==> config.mk <==
export PLATFORM = sky130hd
export DESIGN_NAME = iiel_outbuf
export DESIGN_NICKNAME = d
export VERILOG_FILES = /design/src/rtl/iiel_pkg.sv /design/src/rtl/iiel_outbuf.sv
export SDC_FILE = /design/constraint.sdc
export NUM_CORES = 1
export LEC_CHECK = 0
export BUFFER_PORTS_ARGS = -buffer_cell sky130_fd_sc_hd__clkbuf_2
export CORE_MARGIN = 2
export CORE_UTILIZATION = 45
export DETAILED_ROUTE_END_ITERATION = 16
export PLACE_DENSITY = 0.73
export SYNTH_ARGS = -nofsm -noshare
export SYNTH_HDL_FRONTEND = slang
export SYNTH_SLANG_ARGS = --single-unit
==> constraint.sdc <==
create_clock -name clk -period 4.2 [get_ports clk]
set_clock_uncertainty 0.2 [all_clocks]
set_input_delay 0.84 -clock clk [delete_from_list [all_inputs] [get_ports clk]]
set_output_delay 0.84 -clock clk [all_outputs]
set_load 0.05 [all_outputs]
==> src/rtl/iiel_pkg.sv <==
package iiel_pkg;

	localparam int CAPACITY = 64;
	localparam int DATA_W   = 32;
	localparam int POS_W    = 7;
	localparam int CNT_W    = 7;
	localparam int IDX_W    = (CAPACITY > 1) ? $clog2(CAPACITY) : 1;

	typedef enum logic [1:0] {
		OP_READ   = 2'd0,
		OP_INSERT = 2'd1,
		OP_ERASE  = 2'd2
	} op_t;

	typedef enum logic [1:0] {
		ST_OK    = 2'd0,
		ST_RANGE = 2'd1,
		ST_FULL  = 2'd2
	} status_t;

	// Command broadcast to every cell of the chain in the cycle a transaction is accepted.
	typedef struct packed {
		logic                     ins;
		logic                     era;
		logic [POS_W-1:0]         pos;
		logic signed [DATA_W-1:0] val;
	} cell_cmd_t;

	typedef struct packed {
		logic signed [DATA_W-1:0] read_value;
		logic [CNT_W-1:0]         count;
		status_t                  status;
	} result_t;

endpackage

==> src/rtl/iiel_outbuf.sv <==
module iiel_outbuf (
	input  logic                 clk,
	input  logic                 arst_n,
	input  logic                 push,
	input  iiel_pkg::result_t    push_data,
	input  logic                 pop_stall,
	output logic                 valid,
	output logic                 full,
	output iiel_pkg::result_t    data
);
	import iiel_pkg::*;

	logic    main_valid_q;
	logic    skid_valid_q;
	result_t main_q;
	result_t skid_q;
	logic    take;

	assign take = main_valid_q && !pop_stall;

	always_ff @(posedge clk or negedge arst_n) begin
		if (!arst_n) begin
			main_valid_q <= 1'b0;
			skid_valid_q <= 1'b0;
		end else begin
			if (skid_valid_q) begin
				if (take) begin
					skid_valid_q <= 1'b0;
				end
			end else if (push) begin
				if (main_valid_q && !take) begin
					skid_valid_q <= 1'b1;
				end else begin
					main_valid_q <= 1'b1;
				end
			end else if (take) begin
				main_valid_q <= 1'b0;
			end
		end
	end

	always_ff @(posedge clk) begin
		if (skid_valid_q) begin
			if (take) begin
				main_q <= skid_q;
			end
		end else if (push) begin
			if (main_valid_q && !take) begin
				skid_q <= push_data;
			end else begin
				main_q <= push_data;
			end
		end
	end

	assign valid = main_valid_q;
	assign full  = skid_valid_q;
	assign data  = main_q;

endmodule

==> impl_metrics.py, run 1 <==
metrics = {
    "run_status": {
        "status": "completed",
    },
    "sta": {
        "slew_violations": 0,
        "fin_tns_setup_ps": 0,
        "fin_crit_ps": 2380,
        "worst_slew_pin_slew_ps": 1140,
        "rsz0062_at_grt": "no",
        "setup_viol": 0,
        "hold_violations": 0,
        "slew_headroom_pct": 23.6,
        "min_period_over_period_pct": 56.6,
        "layout_setup_ws_ps": 1820,
        "max_freq_ghz": 0.420,
    },
    "finish": {
        "fillers": 586,
        "multi_input_area_um2": 663,
        "regArea_um2": 2510,
        "layout-drive-gt1-share_pct": 61.3,
        "antenna_cells": 0,
        "area_growth_pct": 20.4,
        "fin_util_pct": 56.6,
        "nets": 280,
        "final_area_um2": 3910,
    },
    "critical_path": {
        "crit_path_top_delay_cell": "a21boi_4",
        "rrSetupSlack_ps": 1880,
        "worst_r2r_path_depth": 3,
        "worstPathArrival_ps": 2210,
        "cp_max_fo": 27,
        "crit_path_start_kind": "input port",
        "path_buf_inv": 2,
        "r2r_end": "data[32]$_DFFE_PP_",
        "timing.rr.start": "full$_DFF_PN0_",
        "cp_slowest_stage_delay_ps": 740,
        "crit_required_ps": 4030,
        "critical_path.top_delay_family": "compound AO/OA/AOI/OAI gates",
        "end_kind": "flop",
        "critPathKind": "input port to flop",
        "worstPathCellList": "clkbuf_2 > nand2b_1 > a21boi_4 > buf_4",
    },
    "logic_synthesis": {
        "yosysWarnings": 0,
        "synthCells": 140,
        "synth_mux_area_share_pct": 18.5,
        "ys_seq_area_share_pct": 77.4,
        "synth-xor-area-share_pct": 0,
        "ys_top_cells_by_count": "edfxtp_1, mux2_4, mux2_2",
        "synth_area_per_cell_um2": 23.2,
        "ys_top_cells_by_area": "edfxtp_1, mux2_4, buf_12",
        "yosysTopAreaCell": "edfxtp_1",
        "synth_top_family_by_area": "multiplexers",
        "synth_top_area_share_pct": 75.8,
        "synth_cell_types": 14,
        "synth_adder_area_share_pct": 0,
        "ys_async_sr_fraction_pct": 2.38,
        "syn_area_um2": 3250,
        "syn-num-nets": 185,
        "synth_seq_cells": 84,
        "synth_flop_cell": "edfxtp_1",
        "synth_compound_area_share_pct": 0.694,
        "synth_most_common_cell": "edfxtp_1",
        "synth-edff-count": 82,
        "synthSimpleGateAreaFrac_pct": 0.655,
    },
    "drt": {
        "viasPerCell": 4.67,
        "dr.pass1.iters": 4,
        "drc": 0,
        "ant_nets": 0,
        "wirelength_um": 5150,
        "wl_per_cell_um": 15.3,
        "num_vias": 1570,
        "drtIter0Drc": 91,
    },
    "global_routing": {
        "grtUsageTotal_pct": 13.9,
        "grt-ovfl-total": 0,
        "antenna_found_initial": 0,
        "met2_usage_pct": 20.4,
        "globalRouteMet1Util_pct": 19.1,
        "busiest_layer": "met2",
        "grt_use_met3_pct": 4.25,
        "grt_max_degree": 42,
        "grt_pass1_vias": 1544,
        "grt_first_pass_wirelength_um": 7890,
    },
    "power": {
        "combPwrFrac_pct": 41.5,
        "powerDensity_nw_per_um2": 773,
        "vdd_drop_max_v": 0.000756,
        "power.internal_mw": 1.80,
        "swShare_pct": 40.4,
        "clkPwrFrac_pct": 15.5,
        "power.leakage_nw": 1.58,
        "p_switching_mw": 1.22,
        "seqPwrFrac_pct": 43.0,
        "power_mw": 3.02,
    },
    "floorplan": {
        "die_h_um": 88.9,
        "die_area_um2": 7910,
        "fp-row-count": 30,
        "fp.dieW_um": 88.9,
        "io_pins": 88,
        "initial_core_util_pct": 47.0,
        "fp.coreArea_um2": 6910,
    },
    "worst_hold_path": {
        "hp-class": "input port to async pin",
    },
    "clock_network": {
        "clkSinkCount": 84,
        "htreeDepth": 3,
        "insertion_delay_ps": 330,
        "clkTransAtPathRegs_ps": 80,
        "cts_hold_buf": 0,
        "cts_resized": 0,
        "cts_tree": "built",
        "ctsLongestPathBuffers": 2,
        "post_cts_buffers": 0,
        "ctsRootBufferMaster": "clkbuf_8",
        "cts_buffers": 9,
    },
    "flow_run": {
        "cap_violations": 0,
    },
    "placed_design": {
        "port_buffers": 87,
        "dp_hpwl_um": 3500,
        "dp_slack_ps": 1440,
        "place_congestion": 0.679,
        "dpl-instance-area_um2": 3750,
    },
}
-- final cells by class --
| cell class | instances | area share, % |
|---|---|---|
| inverter | 1 | 0.0960 |
| clock buffer | 10 | 3.26 |
| timing repair buffer | 89 | 11.5 |
| clock inverter | 6 | 0.800 |
| multi-input combinational | 50 | 17.0 |
| sequential | 84 | 64.3 |
| tap | 96 | 3.07 |
-- placed cells by master, fill, tap and decap left out, drive strengths merged --
cell / instances
clkinv: 5
nand2b: 1
mux2: 41
nand2: 3
edfxtp: 82
inv: 1
clkbuf: 97
nor2: 1
clkinvlp: 1
buf: 2
a21oi: 2
o21ai: 1
a21boi: 1
dfrtp: 2
-- worst register-to-register path, stage by stage (launching register included) --
cell	delay, ps
dfrtp_2	440
nand2b_1	250
a21boi_4	740
buf_4	380
-- state kept, by name, indices dropped and copies added (netlist names) --
name / cells
full: 1
skid_q: 41
data: 41
valid: 1
-- cells by family after synthesis --
group | Yosys count
AOI/OAI and AO/OA | 4
buffers and inverters | 6
DFF | 84
muxes | 41
and+or+nand+nor | 5
-- worst max path at each step --
| stage | start | endpoint | slack [ps] | cells past startpoint |
|---|---|---|---|---|
| 4_1_cts | push | data[23]$_DFFE_PP_ | 1800 | 4 |
| 5_1_grt | push | data[23]$_DFFE_PP_ | 1720 | 4 |
| 3_5_place_dp | push | data[25]$_DFFE_PP_ | 1440 | 4 |
| 6_report | push | data[32]$_DFFE_PP_ | 1820 | 4 |
| 3_3_place_gp | push | data[23]$_DFFE_PP_ | 1490 | 4 |
| 2_1_floorplan | full$_DFF_PN0_ | data[0]$_DFFE_PP_ | 560 | 4 |
-- stage by stage --
stage	instances	hold slack (ps)
floorplan	140	323
global route	336	57.1
detailed placement	320	334
CTS	336	60.2
global placement	320	310
finish	336	74.1
-- power groups by stage --
stage,sequential [mW],combinational [mW],clock (mW)
2_1_floorplan,1.89,0.499,0
3_3_place_gp,1.32,1.25,0
3_5_place_dp,1.32,1.27,0
4_1_cts,1.30,1.27,0.485
5_1_grt,1.32,1.32,0.521
6_report,1.30,1.25,0.470
-- per-layer routing --
layer | share of wire, % | vias up
li1 | - | 737
met1 | 46 | 759
met2 | 45 | 65
met3 | 7.1 | 9
met4 | 1.7 | 0
met5 | 0 | -
No activity file was read; power rests on OpenSTA's default activity.
==> inputs of run 2 (changes only) <==
Settings changed: PLACE_DENSITY 0.73 to 0.7.
Clock period 4.2 ns to 2.4 ns, I/O delays scaled along.
==> run 2 against run 1 <==
Net effect:
- die area is the same
- worst setup slack worse by 1200 ps
- sequential power up 73%
- sequential cell count unchanged
- first-iteration DRC count increased by 32%
- count of clock-buffer cells in the layout fell by 1
- highest routed layer unchanged
==> impl_metrics.py, run 2 (synthesis gave the netlist of run 1 again) <==
metrics = {
    "run_status": {
        "status": "completed",
    },
    "clock_network": {
        "clkTransAtPathRegs_ps": 90,
        "ctsRootBufferMaster": "clkbuf_8",
        "insertion_delay_ps": 340,
        "clkSinkCount": 84,
        "ctsLongestPathBuffers": 2,
        "htreeDepth": 3,
        "cts_tree": "built",
        "cts_buffers": 9,
    },
    "critical_path": {
        "worstPathArrival_ps": 1070,
        "crit_path_top_delay_cell": "dfrtp_1",
        "timing.rr.start": "full$_DFF_PN0_",
        "end_kind": "output port",
        "crit_required_ps": 1720,
        "cp_slowest_stage_delay_ps": 420,
        "worst_r2r_path_depth": 2,
        "worstPathCellList": "clkbuf_2",
        "worstSetupStartpoint": "valid$_DFFE_PN0P_",
        "crit_path_start_kind": "flop",
        "path_buf_inv": 1,
        "critical_path.top_delay_family": "flip-flops",
        "crit_cells": 1,
        "cp_max_fo": 6,
        "critPathKind": "flop to output port",
    },
    "sta": {
        "max_freq_ghz": 0.573,
        "setup_viol": 0,
        "slew_violations": 0,
        "slew_headroom_pct": 65.7,
        "hold_violations": 0,
        "fin_tns_setup_ps": 0,
        "fin_crit_ps": 1750,
        "layout_setup_ws_ps": 654,
        "min_period_over_period_pct": 72.7,
        "rsz0062_at_grt": "no",
        "worst_slew_pin_slew_ps": 515,
    },
    "floorplan": {
        "fp.dieW_um": 88.9,
        "initial_core_util_pct": 47.0,
        "die_area_um2": 7910,
        "fp.coreArea_um2": 6910,
        "fp-row-count": 30,
        "io_pins": 88,
        "die_h_um": 88.9,
    },
    "placed_design": {
        "dp_slack_ps": 664,
        "dp_hpwl_um": 3360,
        "place_congestion": 0.713,
        "port_buffers": 87,
    },
    "global_routing": {
        "grt-ovfl-total": 0,
        "grt_max_degree": 42,
        "antenna_found_initial": 0,
        "grt_pass1_vias": 1554,
        "grt_first_pass_wirelength_um": 7620,
        "grtUsageTotal_pct": 13.4,
    },
    "power": {
        "power.leakage_nw": 1.60,
        "powerDensity_nw_per_um2": 1350,
        "vdd_drop_max_v": 0.00106,
    },
    "finish": {
        "antenna_cells": 0,
        "fillers": 570,
        "area_growth_pct": 22.0,
        "final_common_cell": "clkbuf_2",
        "nets": 284,
        "layout-drive-gt1-share_pct": 61.5,
        "layout_common_cells": "clkbuf_2, edfxtp_1, mux2_4",
    },
    "drt": {
        "ant_nets": 0,
        "viasPerCell": 4.56,
        "drtIter0Drc": 120,
        "dr.pass1.iters": 4,
        "drc": 0,
        "wl_per_cell_um": 14.6,
        "num_vias": 1552,
        "wirelength_um": 4950,
    },
    "worst_hold_path": {
        "hold_depth": 1,
        "hp-class": "input port to flop",
        "hp-start": "push_data[25]",
    },
    "flow_run": {
        "cap_violations": 0,
    },
}
[run 2: metal layers]
| metal | vias up | part of all wire, % | track usage (%) | wire [µm] |
|---|---|---|---|---|
| met5 | - | 0 | 0 | 0 |
| met4 | 0 | 2.0 | 7.73 | 99 |
| met3 | 9 | 8.4 | 4.99 | 417 |
| met2 | 53 | 47 | 19.8 | 2310 |
| met1 | 742 | 43 | 16.9 | 2120 |
| li1 | 748 | - | - | - |
[run 2: final timing paths]
check,slack [ps],end
hold / removal,120,skid_q[25]$_DFFE_PP_
max in group asynchronous,1640,full$_DFF_PN0_
setup reg to reg,680,data[35]$_DFFE_PP_
hold reg to reg,340,full$_DFF_PN0_
setup / recovery,650,valid
min in group asynchronous,260,full$_DFF_PN0_
[run 2: worst reg2reg max path, cell delays in order (launching register included)]
cell	delay [ps]
dfrtp_2	410
buf_4	450
mux2_2	420
[run 2: metrics by stage]
stage	power [mW]	util (%)	instance area [µm²]	instances	hold slack (ps)
floorplan	4.19	-	3270	140	-15.6
global placement	4.53	54.8	3790	323	66.2
detailed placement	4.56	54.8	3790	323	68.2
CTS	5.41	57.4	3960	340	99.2
global route	5.58	57.4	3960	340	102
finish	5.34	57.4	3960	340	116
[run 2: what timing repair did]
item | in CTS | in global routing
hold endpoints to repair | 2 | 0
endpoints found under the setup margin | 0 | 0
hold buffers | 1 | 0
buffers inserted | 0 | 0
gates resized for setup | 0 | 0
[run 2: final cells by class]
class                      instances  area (µm²)  share of cell area (%)
sequential                        84        2510                    63.5
inverter                           1        3.75                  0.0948
clock buffer                       9         124                    3.13
multi-input combinational         50         663                    16.7
timing repair buffer              93         495                    12.5
clock inverter                     7        41.3                    1.04
tap                               96         120                    3.03
[run 2: power breakdown]
part           internal, mW  switching [mW]
registers              2.13           0.119
logic                 0.681            1.55
clock network         0.368           0.487
