### src/rtl/iiel_pkg.sv
package iiel_pkg;

	localparam int CAPACITY = 64;
	localparam int DATA_W   = 32;
	localparam int POS_W    = 7;
	localparam int CNT_W    = 7;
	localparam int IDX_W    = (CAPACITY > 1) ? $clog2(CAPACITY) : 1;

	typedef enum logic [1:0] {
		OP_READ   = 2'd0,
		OP_INSERT = 2'd1,
		OP_ERASE  = 2'd2
	} op_t;

	typedef enum logic [1:0] {
		ST_OK    = 2'd0,
		ST_RANGE = 2'd1,
		ST_FULL  = 2'd2
	} status_t;

	// Command broadcast to every cell of the chain in the cycle a transaction is accepted.
	typedef struct packed {
		logic                     ins;
		logic                     era;
		logic [POS_W-1:0]         pos;
		logic signed [DATA_W-1:0] val;
	} cell_cmd_t;

	typedef struct packed {
		logic signed [DATA_W-1:0] read_value;
		logic [CNT_W-1:0]         count;
		status_t                  status;
	} result_t;

endpackage

### src/rtl/iiel_cell.sv
module iiel_cell (
	input  logic                              clk,
	input  logic [iiel_pkg::IDX_W-1:0]        idx,
	input  iiel_pkg::cell_cmd_t               cmd,
	input  logic signed [iiel_pkg::DATA_W-1:0] lower,
	input  logic signed [iiel_pkg::DATA_W-1:0] upper,
	output logic signed [iiel_pkg::DATA_W-1:0] entry,
	output logic signed [iiel_pkg::DATA_W-1:0] rd_value
);
	import iiel_pkg::*;

	logic [POS_W-1:0]         my_pos;
	logic                     hit;
	logic                     above;
	logic signed [DATA_W-1:0] entry_q;

	assign my_pos = POS_W'(idx);
	assign hit    = (my_pos == cmd.pos);
	assign above  = (my_pos > cmd.pos);

	// An insert pulls from the cell below; an erase pulls from the cell above.
	always_ff @(posedge clk) begin
		if (cmd.ins) begin
			if (above) begin
				entry_q <= lower;
			end else if (hit) begin
				entry_q <= cmd.val;
			end
		end else if (cmd.era && (above || hit)) begin
			entry_q <= upper;
		end
	end

	assign entry    = entry_q;
	assign rd_value = hit ? entry_q : '0;

endmodule

### config.mk
export PLATFORM = sky130hd
export DESIGN_NAME = iiel_cell
export DESIGN_NICKNAME = d
export VERILOG_FILES = /design/src/rtl/iiel_pkg.sv /design/src/rtl/iiel_cell.sv
export SDC_FILE = /design/constraint.sdc
export NUM_CORES = 1
export LEC_CHECK = 0
export BUFFER_PORTS_ARGS = -buffer_cell sky130_fd_sc_hd__buf_2
export CAP_MARGIN = 5
export CORE_UTILIZATION = 40
export DETAILED_ROUTE_END_ITERATION = 8
export HOLD_SLACK_MARGIN = 0.1
export PLACE_DENSITY = 0.78
export SYNTH_ARGS = -nofsm -noshare
export SYNTH_HDL_FRONTEND = slang
export SYNTH_SLANG_ARGS = --single-unit
### constraint.sdc
create_clock -name clk -period 5.5 [get_ports clk]
set_clock_uncertainty 0.05 [all_clocks]
set_input_delay 1.1 -clock clk [delete_from_list [all_inputs] [get_ports clk]]
set_output_delay 1.1 -clock clk [all_outputs]
set_load 0.02 [all_outputs]
==> results.md, run 1 <==
- With fillers left out, the area of the finished cells amounts to 3510 um2.
- The net count of the finished layout is 555.
- Setup violations remaining at the end of the flow were counted as 0.
- The number of synthesized flops with an enable pin is 32.
- The sequential element share of the synthesized area is 0.374.
- The highest achievable clock rate is ~0.24 GHz.
- The wire-length estimate of the detail-placed layout is 5.40 mm.
- The area of the mapped netlist is between 2000 and 3000 um2.
- After synthesis the netlist holds a flip-flop and latch count of 32.
- The first detailed-routing pass took 5 iterations.
- Among all flip-flop cells after synthesis, the most frequent one is sky130_fd_sc_hd__edfxtp_1.
- The worst path arrival time is 3.08 ns.
- The pin count of the biggest net entering global routing is 128.
- The final period utilization is 0.769.
- The count of nets left with antenna violations once routing finished came out at 0.
- In the layout the commonest cells are sky130_fd_sc_hd__buf_2 (174), sky130_fd_sc_hd__nand3_1 (33), sky130_fd_sc_hd__nand4_1 (33).
- Buffers placed on the I/O ports in this run total 175.
- The worst setup path category is in -> out.
- The hold buffer count at cts is 0.
- Setup total negative slack on the finished layout was measured at 0 ns.
- The number of flip-flops in the largest register is 32.
- From left edge to right edge, the die measures 82.1 um.
- The count of max-cap constraint violations is 0.
- The post-cts repair resize count is 0.
- The number of nets handed over by synthesis was 403.
- The synthesis-to-layout area growth is 36.6%.
- The post-CTS clock slew at the launch and capture registers of the worst setup and hold paths is 0.06 ns.
- The launch point of the worst path is cmd[37].
- For the pin with the worst max-slew slack, the measured transition is between 1 and 1.5 ns.
- The number of standard cells after synthesis is 285.
- The effective utilization at floorplan is 0.424.
- The hold violation total from the final report is 0.
- The critical-path maximum fanout is 57.
- The required time of the critical path is 4.35 ns.
- After detailed routing, the number of vias per cell comes to 5.69.
- The initial detailed-routing violation count is 198.
- Yosys printed 0 warnings.
- The post-detailed-placement cell area is 3430 um2.
- The number of global-route vias before repair was about 2500.
- The residual DRC count is 0.
- The min-delay analysis places its worst path in the category in -> reg.
- The detailed-route wire length is 7.74 mm.
- The total global routing track utilization is 0.227.
- In the synthesized netlist the async set-or-reset flop fraction comes to 0.
- The global-route wire length before repair is about 12 mm.
- For this design the ratio of total power to cell area is a little under 200 nW/um2.
- The number of different library cells used by synthesis comes to 22.
- A synthesized cell averages ~9.0 um2.
- The nature of the critical path endpoint is a primary output.
- The die area is 6740 um2.
- The total number of H-tree levels is 2.
- The TritonCTS buffer count is 5.
- Counting instances, the worst hold path has a depth of 3.
- The run finished with clean final reports.
- The startpoint of the worst hold path is cmd[22].
- The core region is 6060 um2.
- The maximum resistive drop on vdd is 96.6 uV.
- Of the cells placed in the final design, the portion with a size suffix greater than 1 is 0.434.
- Pin placement for this block handled 176 I/O pins.
- At the end of routability-driven placement, the weighted congestion stood at 0.853.
- The master cell of the clock root buffer is sky130_fd_sc_hd__clkbuf_8.
- The commonest non-fill, non-tap cell in the layout is sky130_fd_sc_hd__buf_2.
- The total overflow reported by the global router is 0.
- In this run the tightest slew margin relative to its limit is 0.183.
- The final count of pins violating max slew was 0.
- In this run the vertical extent of the chip is between 80 and 90 um.
- The number of placement rows is 28.
- No sink is reached through more buffers than the 2 on the longest clock path.
- The clock tree from TritonCTS is yes.
- The number of antenna diodes in the final layout is 0.
- Setup repair after global routing left no endpoint under its margin.
- For this design the static power due to leakage is 1.61 nW.
- The end of the worst hold path is entry[22]$_DFFE_PP_.
- The clock drives 32 sinks.
- The initial antenna violation count is 0.
- Summing over every cut layer, the via total after detailed routing is 2917.
- The worst setup path is launched from an input pin.
- The buffer count from post-CTS setup fixing is 0.
- In the final routed layout, each cell accounts on average for 15.1 um.
- Subtracting the final worst setup slack from the clock period gives 4.23 ns.
-- logic make-up (layout without fill, tap and decap cells) --
| logic type | after synthesis | in the layout | share of synthesized area |
|---|---|---|---|
| adder cells (fa/ha/maj) | 6 | 6 | 0.0292 |
| buffers and inverters | 42 | 195 | 0.0794 |
| flip-flops | 32 | 32 | 0.374 |
| AND/OR/NAND/NOR | 134 | 134 | 0.313 |
| AO/OA/AOI/OAI | 71 | 71 | 0.204 |
-- layer usage --
metal | track usage | wire length, um
met1 | 0.279 | 3080
met2 | 0.394 | 3970
met3 | 0.0374 | 511
met4 | 0.0930 | 180
met5 | 0 | 0
-- worst max path at each step --
stage / endpoint / slack [ns] / depth (start not counted)
after floorplan: entry[0]$_DFFE_PP_ / 1.23 / 6
after global placement: rd_value[3] / 1.29 / 7
after detailed placement: rd_value[3] / 1.27 / 7
after CTS: rd_value[3] / 1.26 / 7
after global routing: rd_value[24] / 1.08 / 7
final: rd_value[3] / 1.27 / 7
-- metrics by stage --
| stage | utilization | power, mW | instances | setup WS [ns] | hold slack (ns) |
|---|---|---|---|---|---|
| 2_1_floorplan | - | 0.437 | 285 | 1.23 | 1.28 |
| 3_3_place_gp | 0.565 | 0.518 | 505 | 1.29 | 1.39 |
| 3_5_place_dp | 0.565 | 0.523 | 505 | 1.27 | 1.39 |
| 4_1_cts | 0.579 | 0.694 | 513 | 1.26 | 1.10 |
| 5_1_grt | 0.579 | 0.726 | 513 | 1.08 | 1.11 |
| 6_report | 0.579 | 0.688 | 513 | 1.27 | 1.11 |
-- Yosys cell counts (all sizes together), types with 2 or more instances --
library cell	n	area share
clkbuf	18	0.028
nand4	33	0.080
ha	6	0.029
o2111ai	32	0.11
buf	18	0.043
inv	6	0.0088
nor2b	32	0.078
a21oi	2	0.0039
and2	32	0.078
nand3	33	0.064
a21o	2	0.0058
edfxtp	32	0.37
a31oi	33	0.080
-- layout make-up --
class,count,area [um2]
clock inverters,1,3.75
flip-flops and latches,32,961
multi-input cells,211,1430
well taps,75,93.8
fillers,567,2550
repair buffers,181,923
clock buffers,7,76.3
inverters,6,22.5
-- critical path, stage by stage --
cell	delay [ns]
sky130_fd_sc_hd__buf_2	0.07
sky130_fd_sc_hd__inv_1	0.03
sky130_fd_sc_hd__ha_1	0.29
sky130_fd_sc_hd__and4b_1	0.29
sky130_fd_sc_hd__and4_2	0.86
sky130_fd_sc_hd__and2_1	0.25
sky130_fd_sc_hd__buf_2	0.18
-- power by group --
group	internal [mW]	leakage, nW	total [mW]	switching (mW)
logic	0.0815	1.28	0.203	0.121
registers	0.304	0.288	0.316	0.0116
clock network	0.0880	0.0399	0.169	0.0814
total	0.473	1.61	0.688	0.214
Note: power is estimated with default switching activity, not from simulation.
==> inputs of run 2 (changes only) <==
Settings changed: ABC_AREA from default to 1.
Clock period 5.5 ns to 4.1 ns, I/O delays scaled along.
==> results.md, run 2 <==
- The leakage power is 2.29 nW (was 1.61 nW).
- The startpoint type of the worst setup path is an input pin (unchanged).
- The actual transition at the worst max-transition pin is 1.06 ns (was 1.23 ns).
- Result of the run: finished, final reports clean (unchanged).
- The number of warnings issued by yosys came to 0 (unchanged).
- The worst setup path category is in -> out (unchanged).
- The post-synth net total is 494 (was 403).
- The number of antenna-violating nets in the routed design is 0 (unchanged).
- The final count of pins violating max slew is 0 (unchanged).
- RSZ-0062 raised after global routing: false (unchanged).
- The number of global-route vias before repair is 2469 (was 2466).
- The post-cts repair resize count was 0 (unchanged).
- The residual DRC count is 0 (unchanged).
- The diode insertion count for antenna repair was 0 (unchanged).
- The nature of the critical path endpoint was a primary output (unchanged).
- Cells traversed along the worst timing path: buf_2 > inv_1 > ha_1 > inv_1 > nor3_2 > nand3_2 > buf_4 > nor2_1 > buf_2 (was buf_2 > inv_1 > ha_1 > and4b_1 > and4_2 > and2_1 > buf_2).
- The die outline width is 82.3 um (was 82.1 um).
- The initial antenna violation count came to 0 (unchanged).
- The critical-path maximum fanout came to 27 (was 57).
- The TritonCTS buffer count was 5 (unchanged).
- The total number of H-tree levels is 2 (unchanged).
- The post-route non-filler standard cell count was 617 (was 513).
- The master of the slowest instance on the critical path is sky130_fd_sc_hd__ha_1 (was sky130_fd_sc_hd__and4_2).
- The master cell of the clock root buffer was sky130_fd_sc_hd__clkbuf_8 (unchanged).
- The length of the first detailed-routing pass in iterations came to 4 (was 5).
- The distinct cell type count of the synthesized netlist is 17 (was 22).
- The critical path capture point is rd_value[8] (was rd_value[3]).
- The total global routing track utilization came to 0.199 (was 0.227).
- The placer's final routability congestion estimate is 0.855 (was 0.853).
- The routed wirelength normalized by instance count is 10.7 um (was 15.1 um).
- The share of synthesized registers carrying an async set or reset is 0 (unchanged).
- The worst path in the final design needs a cycle of 3.02 ns, including I/O delays and setup.
- The most instantiated flip-flop cell in the synthesis netlist is sky130_fd_sc_hd__edfxtp_1 (unchanged).
- Dividing the final minimum period by the clock period gives 0.736.
- The total number of vias is 2737 (was 2917).
- The post-CTS clock slew at the launch and capture registers of the worst setup and hold paths is 0.07 ns (was 0.06 ns).
- The headroom to the max-slew limit was 0.293 (was 0.183).
- The proportion of layout cells with a drive suffix above 1 is 0.382 (was 0.434).
- The half-perimeter wire length after detailed placement came to 5.10 mm (was 5.40 mm).
- The aggregate negative setup slack is 0 ns (unchanged).
- The total overflow reported by the global router is 0 (unchanged).
- The power per cell area is 283 nW/um2 (was 196 nW/um2).
- The path length in cells of the critical path came to 9 (was 7).
- The required time of the critical path was 3.23 ns (was 4.35 ns).
- The height of the die is 82.3 um (was 82.1 um).
- The worst path arrival time is 2.15 ns (was 3.08 ns).
- The fraction of post-synthesis cell area in the top cell type by area was 0.373 (was 0.374).
- The clock tree from TritonCTS is yes (unchanged).
- The buffering stage count on the worst path with inverters included is 5 (was 3).
- The overall power of the completed layout is 1.01 mW (was 688 uW).
- The synthesis-to-layout area growth is 38.0% (was 36.6%).
- The biggest cell delay along the critical path is 0.26 ns (was 0.86 ns).
- The number of cells after detailed placement is 609 (was 505).
- The number of flip-flops in the largest register is 32 (unchanged).
- The count of max-cap constraint violations is 0 (unchanged).
- The final setup violation count was 0 (unchanged).
- The total core area is 6060 um2 (unchanged).
- The die area was 6770 um2 (was 6740 um2).
- The number of storage elements in the synthesis netlist came to 32 (unchanged).
- The number of placement rows came to 28 (unchanged).
- The highest achievable clock rate is 0.331 GHz.
- Yosys instantiated no cell more often than sky130_fd_sc_hd__inv_1.
- The number of synthesized flops with an enable pin is 32 (unchanged).
- The effective utilization at floorplan came to 0.425 (was 0.424).
- The commonest non-fill, non-tap cell in the layout is sky130_fd_sc_hd__buf_2 (unchanged).
- The worst min-delay path class is in -> reg (unchanged).
- The clock sink count is 32 (unchanged).
- Synth top area cells: sky130_fd_sc_hd__edfxtp_1 (37%), sky130_fd_sc_hd__inv_1 (16%), sky130_fd_sc_hd__nand2_1 (15%) (was sky130_fd_sc_hd__edfxtp_1 (37%), sky130_fd_sc_hd__o2111ai_1 (11%), sky130_fd_sc_hd__a31oi_1 (8.0%)).
- The initial detailed-routing violation count is 97 (was 198).
- The pin count of the biggest net entering global routing is 40 (was 128).
- The launch point of the worst path is cmd[37] (unchanged).
- The family with the most delay on the worst path is buffers and inverters (was simple AND/OR/NAND/NOR gates).
- The hold violation total from the final report is 0 (unchanged).
- The top cell type by total area after synthesis is sky130_fd_sc_hd__edfxtp_1 (unchanged).
- The hold buffer count at cts is 0 (unchanged).
- The maximum buffer depth of the clock tree is 2 (unchanged).
- The average vias per placed instance came to 4.44 (was 5.69).
- The maximum resistive drop on vdd is 151 uV (was 96.6 uV).
- The area of the mapped netlist was 2580 um2 (was 2570 um2).
- The startpoint of the worst hold path is upper[24] (was cmd[22]).
- The number of nets in the final layout is 659 (was 555).
- The average instance area after synthesis was 6.85 um2 (was 9.01 um2).
- Most frequent cells after synthesis: sky130_fd_sc_hd__inv_1 (109), sky130_fd_sc_hd__nand2_1 (102), sky130_fd_sc_hd__nand3_1 (49) (was sky130_fd_sc_hd__a31oi_1 (33), sky130_fd_sc_hd__nand3_1 (33), sky130_fd_sc_hd__nand4_1 (33)).
- The I/O pin count came to 176 (unchanged).
- The number of I/O port buffers was 175 (unchanged).
- The buffer count from post-CTS setup fixing is 0 (unchanged).
- The number of standard cells after synthesis came to 376 (was 285).
- The hold-critical path depth is 3 (unchanged).
- Top library cells by usage in the layout, fill and taps aside: sky130_fd_sc_hd__buf_2 (175), sky130_fd_sc_hd__inv_1 (109), sky130_fd_sc_hd__nand2_1 (102) (was sky130_fd_sc_hd__buf_2 (174), sky130_fd_sc_hd__nand3_1 (33), sky130_fd_sc_hd__nand4_1 (33)).
- The detailed-route wire length is 6.57 mm (was 7.74 mm).
- The sequential element share of the synthesized area is 0.373 (was 0.374).
- The global-route wire length before repair came to 10.3 mm (was 11.7 mm).
## run 2: changes by cell type in the layout (fill, tap and decap cells not counted), sizes merged, moves of 33 or more
cell,previous run,this run
nand2,0,104
inv,6,109
nor2,1,34
nand4,33,0
a31oi,33,0
nand3,33,67
## run 2: cell type report
type                            count  area [um2]
Sequential cell                    32         961
Fill cell                         577        2500
Tap cell                           75        93.8
Clock buffer                        6        72.6
Multi-Input combinational cell    215        1060
Timing Repair Buffer              178         923
Clock inverter                      2        35.0
Inverter                          109         409
## run 2: cell families (layout without fill, tap and decap cells)
group | Yosys count | count (layout) | share of synthesized area
and+or+nand+nor | 206 | 206 | 0.376
buffers and inverters | 129 | 295 | 0.215
DFF | 32 | 32 | 0.373
adders and majority gates | 6 | 6 | 0.0291
AOI/OAI and AO/OA | 3 | 3 | 0.00728
## run 2: metrics by stage
| stage | hold slack, ns | area, um2 | setup WS (ns) | utilization |
|---|---|---|---|---|
| finish | 0.762 | 3560 | 1.08 | 0.587 |
| global route | 0.765 | 3560 | 0.923 | 0.587 |
| CTS | 0.750 | 3560 | 1.07 | 0.587 |
| detailed placement | 1.05 | 3450 | 1.06 | 0.569 |
| global placement | 1.04 | 3450 | 1.16 | 0.569 |
| floorplan | 0.956 | 2580 | 1.13 | - |
## run 2: how the worst min path moves through the flow
stage	to	slack (ns)
4_1_cts	entry[2]$_DFFE_PP_	0.75
6_report	entry[24]$_DFFE_PP_	0.76
3_3_place_gp	entry[22]$_DFFE_PP_	1.04
5_1_grt	entry[14]$_DFFE_PP_	0.77
2_1_floorplan	entry[14]$_DFFE_PP_	0.96
3_5_place_dp	entry[23]$_DFFE_PP_	1.05
## run 2: routing by layer
layer | track usage | vias to the layer above | routed length (um)
li1 | - | 1438 | -
met1 | 0.212 | 1164 | 2640
met2 | 0.388 | 124 | 3390
met3 | 0.0319 | 11 | 428
met4 | 0.0737 | 0 | 117
met5 | 0 | - | 0
## run 2: power breakdown
part           switching (mW)  leakage (nW)  internal, mW
registers              0.0172         0.291         0.408
logic                   0.179          1.94         0.112
clock network           0.109        0.0552         0.180
total                   0.305          2.29         0.700
